`src/rtl/mme_pkg.sv`:
```
// Shared types and constants for the 4x4 matrix multiply engine.
// No dependencies; imported by every module of the block.
`default_nettype none

package mme_pkg;

   localparam int WORD_BITS = 32;
   localparam int FRAC_BITS = 16;
   localparam int DIM       = 4;
   localparam int N_ELEM    = DIM * DIM;
   localparam int K_BITS    = $clog2(DIM);
   localparam int IDX_BITS  = $clog2(N_ELEM);
   localparam int PROD_BITS = 2 * WORD_BITS;
   localparam int ACC_BITS  = PROD_BITS + 3;

   localparam logic signed [WORD_BITS-1:0] UNIT_VALUE = WORD_BITS'(1) << FRAC_BITS;
   localparam logic signed [ACC_BITS-1:0]  ROUND_HALF = ACC_BITS'(1) << (FRAC_BITS - 1);
   localparam logic signed [WORD_BITS-1:0] WORD_MAX   = {1'b0, {(WORD_BITS-1){1'b1}}};
   localparam logic signed [WORD_BITS-1:0] WORD_MIN   = {1'b1, {(WORD_BITS-1){1'b0}}};

   localparam logic TARGET_LEFT  = 1'b0;
   localparam logic TARGET_RIGHT = 1'b1;

   typedef struct packed {
      logic                        target_matrix;
      logic [IDX_BITS-1:0]         element_index;
      logic signed [WORD_BITS-1:0] element_value;
      logic                        start_product;
   } req_item_type;

   typedef struct packed {
      logic signed [WORD_BITS-1:0] product_value;
      logic [IDX_BITS-1:0]         product_index;
      logic                        saturated;
      logic                        last_of_product;
   } rsp_item_type;

   // Right-matrix operand travelling down the cell chain
   typedef struct packed {
      logic                        valid;
      logic [K_BITS-1:0]           k;
      logic signed [WORD_BITS-1:0] value;
   } cell_feed_type;

   // Write of one left-matrix element into a cell's row
   typedef struct packed {
      logic                        en;
      logic [K_BITS-1:0]           k;
      logic signed [WORD_BITS-1:0] value;
   } left_write_type;

endpackage

`default_nettype wire

```
`src/rtl/mme_round_sat.sv`:
```
// Rounding and saturation of an exact dot-product sum to a word.
// Depends on mme_pkg.
`default_nettype none

module mme_round_sat
   import mme_pkg::*;
(
   input  logic signed [ACC_BITS-1:0]  sum,
   output logic signed [WORD_BITS-1:0] value,
   output logic                        saturated
);

   logic signed [ACC_BITS-1:0] rounded;
   logic                       fits;

   // Nearest, ties toward plus infinity
   assign rounded = (sum + ROUND_HALF) >>> FRAC_BITS;

   assign fits = ~|rounded[ACC_BITS-1:WORD_BITS-1] | &rounded[ACC_BITS-1:WORD_BITS-1];

   always_comb begin
      if (fits) begin
         value = rounded[WORD_BITS-1:0];
      end else if (rounded[ACC_BITS-1]) begin
         value = WORD_MIN;
      end else begin
         value = WORD_MAX;
      end
   end

   assign saturated = ~fits;

endmodule

`default_nettype wire

```
`config.mk`:
```
export PLATFORM = sky130hd
export DESIGN_NAME = mme_round_sat
export DESIGN_NICKNAME = d
export VERILOG_FILES = /design/src/rtl/mme_pkg.sv /design/src/rtl/mme_round_sat.sv
export SDC_FILE = /design/constraint.sdc
export NUM_CORES = 1
export LEC_CHECK = 0
export ABC_AREA = 1
export BUFFER_PORTS_ARGS = -buffer_cell sky130_fd_sc_hd__buf_2
export CORE_MARGIN = 2
export CORE_UTILIZATION = 52
export DETAILED_ROUTE_END_ITERATION = 10
export GPL_ROUTABILITY_DRIVEN = 0
export PLACE_DENSITY = 0.88
export SYNTH_ARGS = -nofsm -noshare
export SYNTH_HDL_FRONTEND = slang
export SYNTH_SLANG_ARGS = --single-unit
```
`constraint.sdc`:
```
create_clock -name vclk -period 2.92
set_input_delay 0.292 -clock vclk [all_inputs]
set_output_delay 0.292 -clock vclk [all_outputs]
set_load 0.03 [all_outputs]
```
== Yosys cells after proc, flatten, opt, wreduce, memory -nomap -nowiden ==
Index checks and enable logic that the tools add are counted.

* Bits of input ports: 67
* Register bits after elaboration: 0
* Output and inout port bits: 33
* Logic and storage cells: 8

* $add $sub $neg: 1
* Reduce and logical (&&, ||, !) cells: 3
* Mux-type cells: 2
* Bitwise logic cells: 2

{| class="wikitable"
|+ Operators by type and width
! operator !! number
|-
| $add A67 B17 Y67 const B || 1
|-
| $mux W32 || 2
|-
| $reduce_and A20 Y1 || 1
|-
| $reduce_or A20 Y1 || 1
|-
| $logic_not A1 Y1 || 1
|-
| $not A1 Y1 || 1
|-
| $or A1 B1 Y1 || 1
|}

== Longest topological paths before layout ==
* Word-level depth: 5
* Depth in mapped cells: 17
* Mapped depth without buffers: 16

== Least setup slack after synthesis ==
OpenSTA, ideal clock, no wires.

* Path type: input to output
* Start point: input port sum[15]
* End point: output port value[23]
* Slack: 512 ps
* Cell stages on the path: 17
* Required time: 2628 ps
* Buffers on the path: 2
* Arrival: 2116 ps
* Path through: ha_1 inv_1 nor2_4 nand2_4 nor2_4 buf_6 nand3_1 nand2_1 nand2_1 nor2_1 nand2_1 nor2_1 nand3_2 nand2_2 buf_6 nand2_1 nand2_1

* Cells in the longest elaborated chain, start to end: 5
* Elaborated cells between the ends (all ways): 7
* Those cells by class: 1 x add/sub; 2 x mux; 1 x bitwise; 3 x reduce/logical

{| class="wikitable"
|+ RTL lines
! what !! RTL line !! RTL
|-
| start, declared || mme_round_sat.sv:8 || <nowiki>input logic signed [ACC_BITS-1:0] sum,</nowiki>
|-
| $add A67 B17 Y67 (*) || mme_round_sat.sv:17 || <nowiki>assign rounded = (sum + ROUND_HALF) >>> FRAC_BITS;</nowiki>
|-
| $reduce_or A20 Y1 || mme_round_sat.sv:19 || <nowiki>assign fits = ~|rounded[ACC_BITS-1:WORD_BITS-1] | &rounded[ACC_BITS-1:WORD_BITS-1];</nowiki>
|-
| $logic_not A1 Y1 || mme_round_sat.sv:19 ||
|-
| $or A1 B1 Y1 || mme_round_sat.sv:19 ||
|-
| $mux W32 (*) || mme_round_sat.sv:22 || <nowiki>if (fits) begin</nowiki>
|-
| end, declared || mme_round_sat.sv:9 || <nowiki>output logic signed [WORD_BITS-1:0] value,</nowiki>
|}

Every way passes the cells marked *; elsewhere a longest branch is shown, timed or not.

== Worst setup path after layout ==
* Start point: input port sum[49]
* End point: output port value[6]

The elaborated chain is that of the path after synthesis.

==> impl_metrics.ini <==
[sta]
maxSlewViolCount = 0
max_clock_freq_mhz = 359
period_share = 0.954
worst_pin_slew_ps = 344
relSlewSlack = 0.769
period_needed_ps = 2780
finalHoldViolations = 0
setup_viol = 0

[detailed_routing]
drc = 0
wl_um = 8900
wl_per_cell_um = 13.2
drtAntennaViolNets = 0
num_vias = 3795
via_per_inst = 5.63
first_pass_iters = 5
drt_iter0_drc = 442

[hold_path]
hp-start = sum[66]
hold_class = in2out

[finish]
final_core_utilization = 0.666
layout.nets = 690
syn_to_final_growth_pct = 25.4
num_antenna_cells = 0
drive_gt1_frac = 0.219
clock_buffers = 0
design.seq.count = 0
ff_latch_area_um2 = 0

[worst_setup_path]
crit_start = sum[49]
critPathCaptureType = output port
worstSetupStartpointType = primary input
crit_path_max_fanout = 16
cp.arrival_ps = 2490
required_ps = 2630
critPathKind = in2out

[synth]
yosys_warnings = 0
synth_cell_types = 21
synth_fp_nets = 599
syn_inst = 531
synth_seq_area_share = 0
netlist_area_mm2 = 0.00246
syn_area_per_cell_um2 = 4.63

[global_route]
grt_usage = 0.293
antenna_found_initial = 0
grt_pass1_vias = 3101
grt_max_degree = 33
grt_first_pass_wirelength_um = 12700
grt_overflow = 0

[cts]
hold_buffers = 0

[outcome]
run_status = complete, no violations

[floorplanning]
initial_core_util = 0.532
dieHeight_um = 72.8
die-area_mm2 = 0.00530
rows = 25
ioPinCount = 100
die_w_um = 72.8
coreArea_mm2 = 0.00463

[flow_run]
maxCapViolations = 0

[pwr]
ir_drop_v = 0.0000599
cellLeakagePower_nw = 1.55
finalPower_mw = 0.286
power.density_mw_per_mm2 = 92.6

[placement]
io_buffers = 85
dp_hpwl_um = 6970
-- logic make-up (layout without fill, tap and decap cells) --
logic type	after synthesis	count (layout)	synth area share
AND/OR/NAND/NOR	447	448	0.790
buffers and inverters	51	139	0.0946
adder cells (fa/ha/maj)	1	1	0.00508
AO/OA/AOI/OAI	2	2	0.00407
XOR/XNOR	30	30	0.107
-- placed cells by master, fill, tap and decap left out, types with 3 or more instances in the layout --
cell type	netlist	layout
nand2_2	3	3
nand3_2	3	4
nor2_1	102	92
xnor2_1	18	18
nor2_2	9	17
inv_1	43	43
xor2_1	12	12
nor2_4	6	9
nand2_4	2	3
buf_4	3	7
buf_2	0	81
nand2_1	255	254
nand3_1	34	33
clkbuf_4	0	4
nand4_1	28	28
-- final timing paths --
check,to,slack (ps),cells past startpoint
max,value[6],140,17
min,value[31],990,4
-- routing by layer --
| layer | vias to the layer above | routed length [um] | track usage |
|---|---|---|---|
| met3 | 75 | 1000 | 0.0180 |
| li1 | 1840 | - | - |
| met4 | 0 | 574 | 0.148 |
| met1 | 1609 | 3310 | 0.369 |
| met5 | - | 0 | 0 |
| met2 | 271 | 4000 | 0.501 |
-- repair_timing --
action / in CTS / in global routing
buffers inserted: 0 / 2
hold endpoints to repair: 0 / 0
endpoints found under the setup margin: 0 / 32
resized for setup: 0 / 22
-- cells in the mapped netlist, drive strengths merged --
cell type / instances / area, um^2
nand2: 260 / 998
nor2: 119 / 547
inv: 44 / 165
nand3: 37 / 200
nand4: 28 / 175
xnor2: 18 / 158
xor2: 12 / 105
buf: 7 / 67.6
nor3: 2 / 15.0
o21ai: 2 / 10.0
ha: 1 / 12.5
nand3b: 1 / 7.51
-- metrics by stage --
| step | setup TNS (ps) | hold WS (ps) | std cells | area [um^2] | setup WS (ps) |
|---|---|---|---|---|---|
| after floorplan | 0 | 828 | 531 | 2460 | 512 |
| after global placement | 0 | 999 | 670 | 2960 | 155 |
| after detailed placement | 0 | 992 | 670 | 2960 | 90.0 |
| after CTS | 0 | 994 | 670 | 2960 | 73.4 |
| after global routing | -2530 | 1030 | 674 | 3090 | -92.2 |
| final | 0 | 995 | 674 | 3090 | 135 |
-- critical path, cell delays in order --
cell and delay [ps]:
buf_2 140, nand2_1 110, nor2_1 200, nand2_1 130, nor2_1 250, nand3_1 140, nand2_1 80, nand2_1 50
nor2_1 100, nand2_1 100, nor2_2 180, nand3_2 130, nand2_4 130, clkbuf_16 170, nand2_1 50, nand2_1 50
buf_2 190
-- power by group --
part / switching (mW) / leakage [nW] / total (mW) / internal, mW
Combinational: 0.190 / 1.55 / 0.286 / 0.0956
Sequential: 0 / 0 / 0 / 0
Clock: 0 / 0 / 0 / 0
-- area by class of cell --
| type | count | area (um^2) |
|---|---|---|
| tap | 54 | 67.6 |
| multi-input combinational | 481 | 2300 |
| timing repair buffer | 95 | 553 |
| fill | 419 | 1540 |
| inverter | 44 | 165 |
No activity file was read; power rests on OpenSTA's default activity.
