--- config.mk ---
export PLATFORM = sky130hd
export DESIGN_NAME = mme_cell
export DESIGN_NICKNAME = d
export VERILOG_FILES = /design/src/rtl/mme_pkg.sv /design/src/rtl/mme_cell.sv
export SDC_FILE = /design/constraint.sdc
export NUM_CORES = 2
export LEC_CHECK = 0
export BUFFER_PORTS_ARGS = -buffer_cell sky130_fd_sc_hd__buf_2
export CORE_MARGIN = 3
export CORE_UTILIZATION = 45
export CTS_CLUSTER_SIZE = 25
export DETAILED_ROUTE_END_ITERATION = 6
export PLACE_DENSITY_LB_ADDON = 0.05
export SLEW_MARGIN = 10
export SYNTH_ARGS = -nofsm -noshare
export SYNTH_HDL_FRONTEND = slang
export SYNTH_SLANG_ARGS = --single-unit
export TNS_END_PERCENT = 50
--- constraint.sdc ---
create_clock -name clock -period 11.6 [get_ports clock]
set_clock_uncertainty 0.1 [all_clocks]
set_input_delay 1.16 -clock clock [delete_from_list [all_inputs] [get_ports clock]]
set_output_delay 1.16 -clock clock [all_outputs]
set_load 0.01 [all_outputs]
--- src/rtl/mme_pkg.sv ---
// Shared types and constants for the 4x4 matrix multiply engine.
// No dependencies; imported by every module of the block.
`default_nettype none

package mme_pkg;

   localparam int WORD_BITS = 32;
   localparam int FRAC_BITS = 16;
   localparam int DIM       = 4;
   localparam int N_ELEM    = DIM * DIM;
   localparam int K_BITS    = $clog2(DIM);
   localparam int IDX_BITS  = $clog2(N_ELEM);
   localparam int PROD_BITS = 2 * WORD_BITS;
   localparam int ACC_BITS  = PROD_BITS + 3;

   localparam logic signed [WORD_BITS-1:0] UNIT_VALUE = WORD_BITS'(1) << FRAC_BITS;
   localparam logic signed [ACC_BITS-1:0]  ROUND_HALF = ACC_BITS'(1) << (FRAC_BITS - 1);
   localparam logic signed [WORD_BITS-1:0] WORD_MAX   = {1'b0, {(WORD_BITS-1){1'b1}}};
   localparam logic signed [WORD_BITS-1:0] WORD_MIN   = {1'b1, {(WORD_BITS-1){1'b0}}};

   localparam logic TARGET_LEFT  = 1'b0;
   localparam logic TARGET_RIGHT = 1'b1;

   typedef struct packed {
      logic                        target_matrix;
      logic [IDX_BITS-1:0]         element_index;
      logic signed [WORD_BITS-1:0] element_value;
      logic                        start_product;
   } req_item_type;

   typedef struct packed {
      logic signed [WORD_BITS-1:0] product_value;
      logic [IDX_BITS-1:0]         product_index;
      logic                        saturated;
      logic                        last_of_product;
   } rsp_item_type;

   // Right-matrix operand travelling down the cell chain
   typedef struct packed {
      logic                        valid;
      logic [K_BITS-1:0]           k;
      logic signed [WORD_BITS-1:0] value;
   } cell_feed_type;

   // Write of one left-matrix element into a cell's row
   typedef struct packed {
      logic                        en;
      logic [K_BITS-1:0]           k;
      logic signed [WORD_BITS-1:0] value;
   } left_write_type;

endpackage

`default_nettype wire

--- src/rtl/mme_cell.sv ---
// One multiply-accumulate cell: holds one row of the left matrix.
// Depends on mme_pkg.
`default_nettype none

module mme_cell
   import mme_pkg::*;
(
   input  logic                       clock,
   input  logic                       reset,
   input  logic                       advance,
   input  logic                       unit_row,
   input  left_write_type             left_wr,
   input  cell_feed_type              feed_in,
   output cell_feed_type              feed_out,
   output logic                       done,
   output logic signed [ACC_BITS-1:0] sum
);

   logic signed [WORD_BITS-1:0] row_ff [DIM];
   logic signed [WORD_BITS-1:0] row_in [DIM];
   logic signed [WORD_BITS-1:0] left_op;
   cell_feed_type               feed_ff;
   logic                        pv_ff;
   logic [K_BITS-1:0]           pk_ff;
   logic signed [PROD_BITS-1:0] prod_ff;
   logic signed [PROD_BITS-1:0] prod_in;
   logic signed [ACC_BITS-1:0]  acc_ff;
   logic signed [ACC_BITS-1:0]  acc_in;
   logic                        done_ff;

   always_comb begin
      row_in = row_ff;
      if (left_wr.en) begin
         row_in[left_wr.k] = left_wr.value;
      end
   end

   // Fixed row of the affine bottom: 0, 0, 0, 1.0
   assign left_op = unit_row ? ((feed_in.k == K_BITS'(DIM - 1)) ? UNIT_VALUE : '0)
                             : row_ff[feed_in.k];

   assign prod_in = PROD_BITS'(left_op) * PROD_BITS'(feed_in.value);

   // Restart on the first term of each dot product
   assign acc_in = (pk_ff == '0) ? ACC_BITS'(prod_ff) : acc_ff + ACC_BITS'(prod_ff);

   always_ff @(posedge clock) begin
      if (reset) begin
         for (int i = 0; i < DIM; i++) begin
            row_ff[i] <= '0;
         end
         feed_ff <= '0;
         pv_ff   <= 1'b0;
         pk_ff   <= '0;
         done_ff <= 1'b0;
      end else begin
         row_ff <= row_in;
         if (advance) begin
            feed_ff <= feed_in;
            pv_ff   <= feed_in.valid;
            pk_ff   <= feed_in.k;
            done_ff <= pv_ff && (pk_ff == K_BITS'(DIM - 1));
         end
      end
   end

   always_ff @(posedge clock) begin
      if (advance) begin
         prod_ff <= prod_in;
         if (pv_ff) begin
            acc_ff <= acc_in;
         end
      end
   end

   assign feed_out = feed_ff;
   assign done     = done_ff;
   assign sum      = acc_ff;

endmodule

`default_nettype wire

Yosys cells after proc, flatten, opt, wreduce, memory -nomap -nowiden
Index checks and enable logic that the tools add are counted.

Bits in registers: 295. Input bits: 74. Output and inout port bits: 103. Word-level logic and storage cells: 32.

Add/sub/neg operators: 1. Multiply operators: 1. Magnitude comparators: 3. Equality and inequality tests: 2. Mux-type cells: 9. Bitwise gates (word level): 2. Reduce and logical (&&, ||, !) cells: 4.

Operators with widths (count): $bwmux 128 (1); $mux 32 (4); $add 67x64->67 (1); $mux 67 (1); $bmux 32 s2 (1); $demux 32 s2 (1); $mul 32x32->64 (1); $mux 17 (1); $ge 3x3->1 const B (2); $not 2->3 (2); $eq 2x2->1 const B (2); $lt 3x1->1 const B (1); $logic_and 1x1->1 (2); $logic_not 2->1 (1); $reduce_and 2->1 (1).

Logic depth before layout (Yosys ltp)
Depth after elaboration: 6. Depth in mapped cells: 37. Depth with buffers taken out: 33.

Worst setup path before layout
OpenSTA, ideal clock, no wires.

Path type: in2reg. From: in feed_in[32] (netlist bit). To: reg prod_ff[62] (data pin). Library setup time: 269 ps. Arrival: 9667 ps. Required time: 11231 ps. Path slack: 1564 ps. Stages: 33. Buffers on the path: 4. Cell sequence: clkbuf_1 buf_2 mux4_2 nor2b_1 clkbuf_1 nand2_1 inv_1 fa_1 inv_1 fa_1 fa_1 inv_1 fa_1 inv_1 fa_1 inv_1 fa_1 inv_1 fa_1 inv_1 fa_1 ha_1 clkbuf_1 a21o_1 a21o_1 a21oi_1 nor2b_1 o21a_1 o21a_1 o21ai_0 nand2b_1 o311ai_0 a31oi_1.

Cells in the longest elaborated chain, start to end: 6. Elaborated cells on any way between the ends: 8. Those cells by class: mul: 1; eq/ne: 1; mux: 5; bitwise: 1.

RTL lines: start, declared (RTL line mme_cell.sv:13) `input cell_feed_type feed_in,`; $not 2->3 (implied by the code) (RTL line mme_cell.sv:40) `: row_ff[feed_in.k];`; $bmux 32 s2 (RTL line mme_cell.sv:40); $mux 32 (implied by the code) (2 in a row) (RTL line mme_cell.sv:40); $mux 32 * (RTL line mme_cell.sv:39) `assign left_op = unit_row ? ((feed_in.k == K_BITS'(DIM - 1)) ? UNIT_VALUE : '0)`; $mul 32x32->64 * (RTL line mme_cell.sv:42) `assign prod_in = PROD_BITS'(left_op) * PROD_BITS'(feed_in.value);`; named net prod_in[62] (RTL line mme_cell.sv:26) `logic signed [PROD_BITS-1:0] prod_in;`; end signal, assigned (RTL line mme_cell.sv:69) `prod_ff <= prod_in;`; end, declared (RTL line mme_cell.sv:25) `logic signed [PROD_BITS-1:0] prod_ff;`.

The timed path passes the listed nets; every way through them passes the cells marked *. The select of a mux whose other input is x is not followed. A chain may end at the register's enable or synchronous reset.

Final worst setup path
From: in feed_in[33] (netlist bit). To: reg prod_ff[57] (data pin).

Same word-level chain as after synthesis.

==> impl_metrics.json <==
{
  "detail-route-antenna-nets": 0,
  "hold-path-cell-count": 2,
  "final_hold_viol_count": 0,
  "synthToLayoutAreaGrowth_pct": 7.14,
  "report.final.slew_viol_count": 0,
  "worst-endpoint-arrival_ns": 10.67,
  "clock_path_buffers": 3,
  "cts.reportedPaths.clkPinSlew_ns": 0.05,
  "cts_repair_resize_count": 0,
  "final_design_area_no_fill_um2": 54800,
  "wire_length_of_the_first_global_routing_pass_um": 241000,
  "max-slew-margin-rel": 0.242,
  "postCtsSetupRepairBufs": 0,
  "synth_ff_type": "sky130_fd_sc_hd__dfxtp_1",
  "all_layer_gr_usage": 0.268,
  "detail_route.wirelength_um": 152000,
  "gp_congestion": 0.886,
  "timing.final.setup_violations": 0,
  "design.core.area_um2": 113000,
  "worst-path-max-fanout": 23,
  "count_of_flip_flops_with_a_built_in_enable_after_synthesis": 131,
  "fin_setup_tns_ns": 0,
  "timing.setup.critical_path_class": "in -> reg",
  "netlist_top_cells_area": "sky130_fd_sc_hd__fa_1, sky130_fd_sc_hd__edfxtp_1, sky130_fd_sc_hd__inv_1, sky130_fd_sc_hd__dfxtp_1, sky130_fd_sc_hd__nand2_1",
  "period_utilization_post_route": 0.901,
  "synth-seq-area-share": 0.141,
  "chipHeight_um": 343,
  "worst_r2r_endpoint": "prod_ff[57]$_DFFE_PP_",
  "r2r.worst_path.cells": 27,
  "via_count_of_the_first_global_routing_pass": 39600,
  "initial_core_utilization": 0.454,
  "worst_setup_path_end_kind": "register",
  "timing.max_cap.violations": 0,
  "detailedPlacementHpwl_um": 121000,
  "post_synthesis_sequential_element_count": 295,
  "port_buffers": 176,
  "initialDrtViolationCount": 2482,
  "cts_max_level": 2,
  "power_density_nw_per_um2": 112,
  "whs_ns": 0.351,
  "timing.final.crit_period_ns": 10.45,
  "design.portCount": 177,
  "worstSkewPairLatency_ns": 0.58,
  "run_status": "finished clean",
  "max-vdd-ir-drop_v": 0.000118,
  "synthCells": 5499,
  "timing.hold.worst.start": "row_ff[111]$_SDFFE_PP0P_",
  "clock_sinks": 295,
  "setup.worst_path.start_class": "input pin",
  "largest_net_degree_at_the_start_of_global_routing": 94,
  "timing.hold.worst_endpoint": "row_ff[111]$_SDFFE_PP0P_",
  "overflow": 0,
  "yosys_warnings": 0,
  "r2r-start": "row_ff[92]$_SDFFE_PP0P_",
  "worst-endpoint-required_ns": 11.82,
  "synth_fp_nets": 6906,
  "drt-pass1-iter-count": 5,
  "avgSynthCellArea_um2": 9.31,
  "detail_route.vias_per_cell": 5.25,
  "hold_path.class": "reg -> reg",
  "number_of_buffers_created_by_cts": 37,
  "placed_cell_area_um2": 53600,
  "grt_setup_unrepaired": "false",
  "tritoncts": "built",
  "fp.dieArea_um2": 118000,
  "clockRootBuffer": "sky130_fd_sc_hd__clkbuf_16",
  "vias": 36900,
  "holdBufCountCts": 0,
  "worst-slew-pin-transition_ns": 1.13,
  "wl_per_cell_um": 21.7,
  "grt_antenna_before_repair": 6,
  "ys_async_sr_fraction": 0,
  "fin_nets": 6900,
  "netlist_area_um2": 51200,
  "synth_top_cell_area_share": 0.424,
  "timing.fmax_ghz": 0.0957,
  "drt_drc_violations_left": 0,
  "cellLeakagePower_nw": 25.9,
  "rows": 123,
  "synth_top_cell_by_area": "sky130_fd_sc_hd__fa_1",
  "die_width_um": 343,
  "setup.reg_to_reg.worst_slack_ns": 2.05,
  "number_of_distinct_library_cells_after_synthesis": 76,
  "layout-drive-gt1-share": 0.0759
}
## worst max-delay path by stage
stage | start | endpoint | slack, ns | cells after the start
6_report | feed_in[33] | prod_ff[57]$_DFFE_PP_ | 1.15 | 28
5_1_grt | feed_in[33] | prod_ff[57]$_DFFE_PP_ | 0.82 | 28
4_1_cts | feed_in[33] | prod_ff[57]$_DFFE_PP_ | 1.32 | 28
3_5_place_dp | feed_in[33] | prod_ff[57]$_DFFE_PP_ | 0.73 | 28
3_3_place_gp | feed_in[33] | prod_ff[57]$_DFFE_PP_ | 0.67 | 28
2_1_floorplan | feed_in[32] | prod_ff[62]$_DFFE_PP_ | 1.56 | 33
## layout make-up
type,count,area (um2)
Inverter,1033,3880
Antenna cell,2,5.00
Fill cell,11000,57800
Tap cell,1500,1880
Clock inverter,21,226
Timing Repair Buffer,265,1580
Clock buffer,47,1010
Sequential cell,295,7220
Multi-Input combinational cell,3861,39100
## Yosys cell counts (4+ instances only)
master / n
sky130_fd_sc_hd__a21oi_1: 305
sky130_fd_sc_hd__nor2_1: 170
sky130_fd_sc_hd__xnor2_1: 88
sky130_fd_sc_hd__a211o_1: 7
sky130_fd_sc_hd__a221oi_1: 7
sky130_fd_sc_hd__nand2b_1: 21
sky130_fd_sc_hd__buf_2: 9
sky130_fd_sc_hd__dfxtp_1: 164
sky130_fd_sc_hd__a31oi_1: 16
sky130_fd_sc_hd__edfxtp_1: 131
sky130_fd_sc_hd__o21ai_1: 6
sky130_fd_sc_hd__o21ai_0: 83
sky130_fd_sc_hd__o21a_1: 16
sky130_fd_sc_hd__ha_1: 250
sky130_fd_sc_hd__buf_1: 4
sky130_fd_sc_hd__a211oi_1: 15
sky130_fd_sc_hd__inv_1: 1033
sky130_fd_sc_hd__and2_1: 499
sky130_fd_sc_hd__nor2b_1: 45
sky130_fd_sc_hd__a21boi_0: 5
sky130_fd_sc_hd__nand3_1: 23
sky130_fd_sc_hd__o31ai_1: 11
sky130_fd_sc_hd__o211ai_1: 13
sky130_fd_sc_hd__mux4_2: 31
sky130_fd_sc_hd__nand4_1: 38
sky130_fd_sc_hd__mux2i_1: 37
sky130_fd_sc_hd__fa_1: 1083
sky130_fd_sc_hd__o21bai_1: 20
sky130_fd_sc_hd__xor2_1: 43
sky130_fd_sc_hd__and3_1: 16
sky130_fd_sc_hd__or2_2: 7
sky130_fd_sc_hd__a21o_1: 73
sky130_fd_sc_hd__nor3_1: 16
sky130_fd_sc_hd__clkbuf_1: 296
sky130_fd_sc_hd__nand2_1: 858
## routing by layer
| layer | wire length [um] | global-route usage | vias to the layer above |
|---|---|---|---|
| met4 | 2300 | 0.0435 | 6 |
| met1 | 72000 | 0.394 | 19100 |
| li1 | - | - | 16700 |
| met5 | 44 | 0 | - |
| met2 | 69300 | 0.424 | 943 |
| met3 | 8820 | 0.0452 | 133 |
## cell usage in the layout (no fill, tap or decap), types with 7 or more instances in the layout
cell                        Yosys  routed
sky130_fd_sc_hd__nand4_1       38      38
sky130_fd_sc_hd__a21o_1        73      73
sky130_fd_sc_hd__xnor2_1       88      88
sky130_fd_sc_hd__o21a_1        16      16
sky130_fd_sc_hd__clkinv_2       0       8
sky130_fd_sc_hd__nor2b_2        0      29
sky130_fd_sc_hd__nor2b_1       45      14
sky130_fd_sc_hd__a221oi_1       7       7
sky130_fd_sc_hd__edfxtp_1     131     131
sky130_fd_sc_hd__mux4_2        31      31
sky130_fd_sc_hd__inv_1       1033    1033
sky130_fd_sc_hd__a31oi_1       16      16
sky130_fd_sc_hd__and3_1        16      15
sky130_fd_sc_hd__xor2_1        43      43
sky130_fd_sc_hd__a21oi_1      305     305
sky130_fd_sc_hd__nor3_1        16      16
sky130_fd_sc_hd__ha_1         250     250
sky130_fd_sc_hd__mux2i_1       37      37
sky130_fd_sc_hd__a211o_1        7       7
sky130_fd_sc_hd__clkbuf_16      0      38
sky130_fd_sc_hd__o21ai_0       83      83
sky130_fd_sc_hd__o211ai_1      13      13
sky130_fd_sc_hd__dfxtp_1      164     164
sky130_fd_sc_hd__fa_1        1083    1083
sky130_fd_sc_hd__nand2_1      858     858
sky130_fd_sc_hd__nand3_1       23      22
sky130_fd_sc_hd__buf_2          9     174
sky130_fd_sc_hd__a211oi_1      15      15
sky130_fd_sc_hd__o21bai_1      20      20
sky130_fd_sc_hd__and2_1       499     498
sky130_fd_sc_hd__buf_4          1      89
sky130_fd_sc_hd__nor2_1       170     168
sky130_fd_sc_hd__nand2b_1      21      21
sky130_fd_sc_hd__o31ai_1       11      10
## kinds of logic after synthesis
family,share of synthesized area
AND/OR/NAND/NOR,0.158
buffers and inverters,0.0988
adder cells (fa/ha/maj),0.485
AO/OA/AOI/OAI,0.0744
flip-flops,0.141
XOR/XNOR,0.0224
multiplexers,0.0209
## sequential cells by signal (all words and copies together) (netlist names)
name      flops
feed_out     32
done          1
pv_ff         1
prod_ff      64
row_ff      128
pk_ff         2
sum          67
## worst max-delay path, stage by stage
cell	delay, ns
sky130_fd_sc_hd__buf_2	0.54
sky130_fd_sc_hd__mux4_2	0.33
sky130_fd_sc_hd__nor2b_2	0.89
sky130_fd_sc_hd__buf_4	0.42
sky130_fd_sc_hd__nand2_1	0.12
sky130_fd_sc_hd__fa_1	0.54
sky130_fd_sc_hd__fa_1	0.46
sky130_fd_sc_hd__fa_1	0.54
sky130_fd_sc_hd__inv_1	0.05
sky130_fd_sc_hd__fa_1	0.48
sky130_fd_sc_hd__fa_1	0.58
sky130_fd_sc_hd__fa_1	0.46
sky130_fd_sc_hd__fa_1	0.62
sky130_fd_sc_hd__inv_1	0.09
sky130_fd_sc_hd__fa_1	0.50
sky130_fd_sc_hd__inv_1	0.04
sky130_fd_sc_hd__ha_1	0.38
sky130_fd_sc_hd__nand3_1	0.15
sky130_fd_sc_hd__nor3_1	0.09
sky130_fd_sc_hd__a221oi_1	0.25
sky130_fd_sc_hd__o21ai_0	0.20
sky130_fd_sc_hd__o21bai_1	0.23
sky130_fd_sc_hd__a221oi_1	0.53
sky130_fd_sc_hd__o211ai_1	0.17
sky130_fd_sc_hd__a21oi_1	0.33
sky130_fd_sc_hd__o21a_1	0.21
sky130_fd_sc_hd__o21ai_1	0.10
sky130_fd_sc_hd__xor2_1	0.15
## report_power, final
part           switching (mW)  internal [mW]
clock                   0.491          0.697
sequential              0.111           1.31
combinational            2.15           1.38
total                    2.76           3.39
## per-stage QoR
stage,instances,utilization,setup slack (ns),total power [mW]
after floorplan,5499,-,1.56,3.92
after global placement,6954,0.476,0.674,4.95
after detailed placement,6954,0.476,0.732,4.96
after CTS,7022,0.487,1.32,6.18
after global routing,7022,0.487,0.823,6.68
final,7024,0.487,1.15,6.15
No activity file was read; power rests on OpenSTA's default activity.
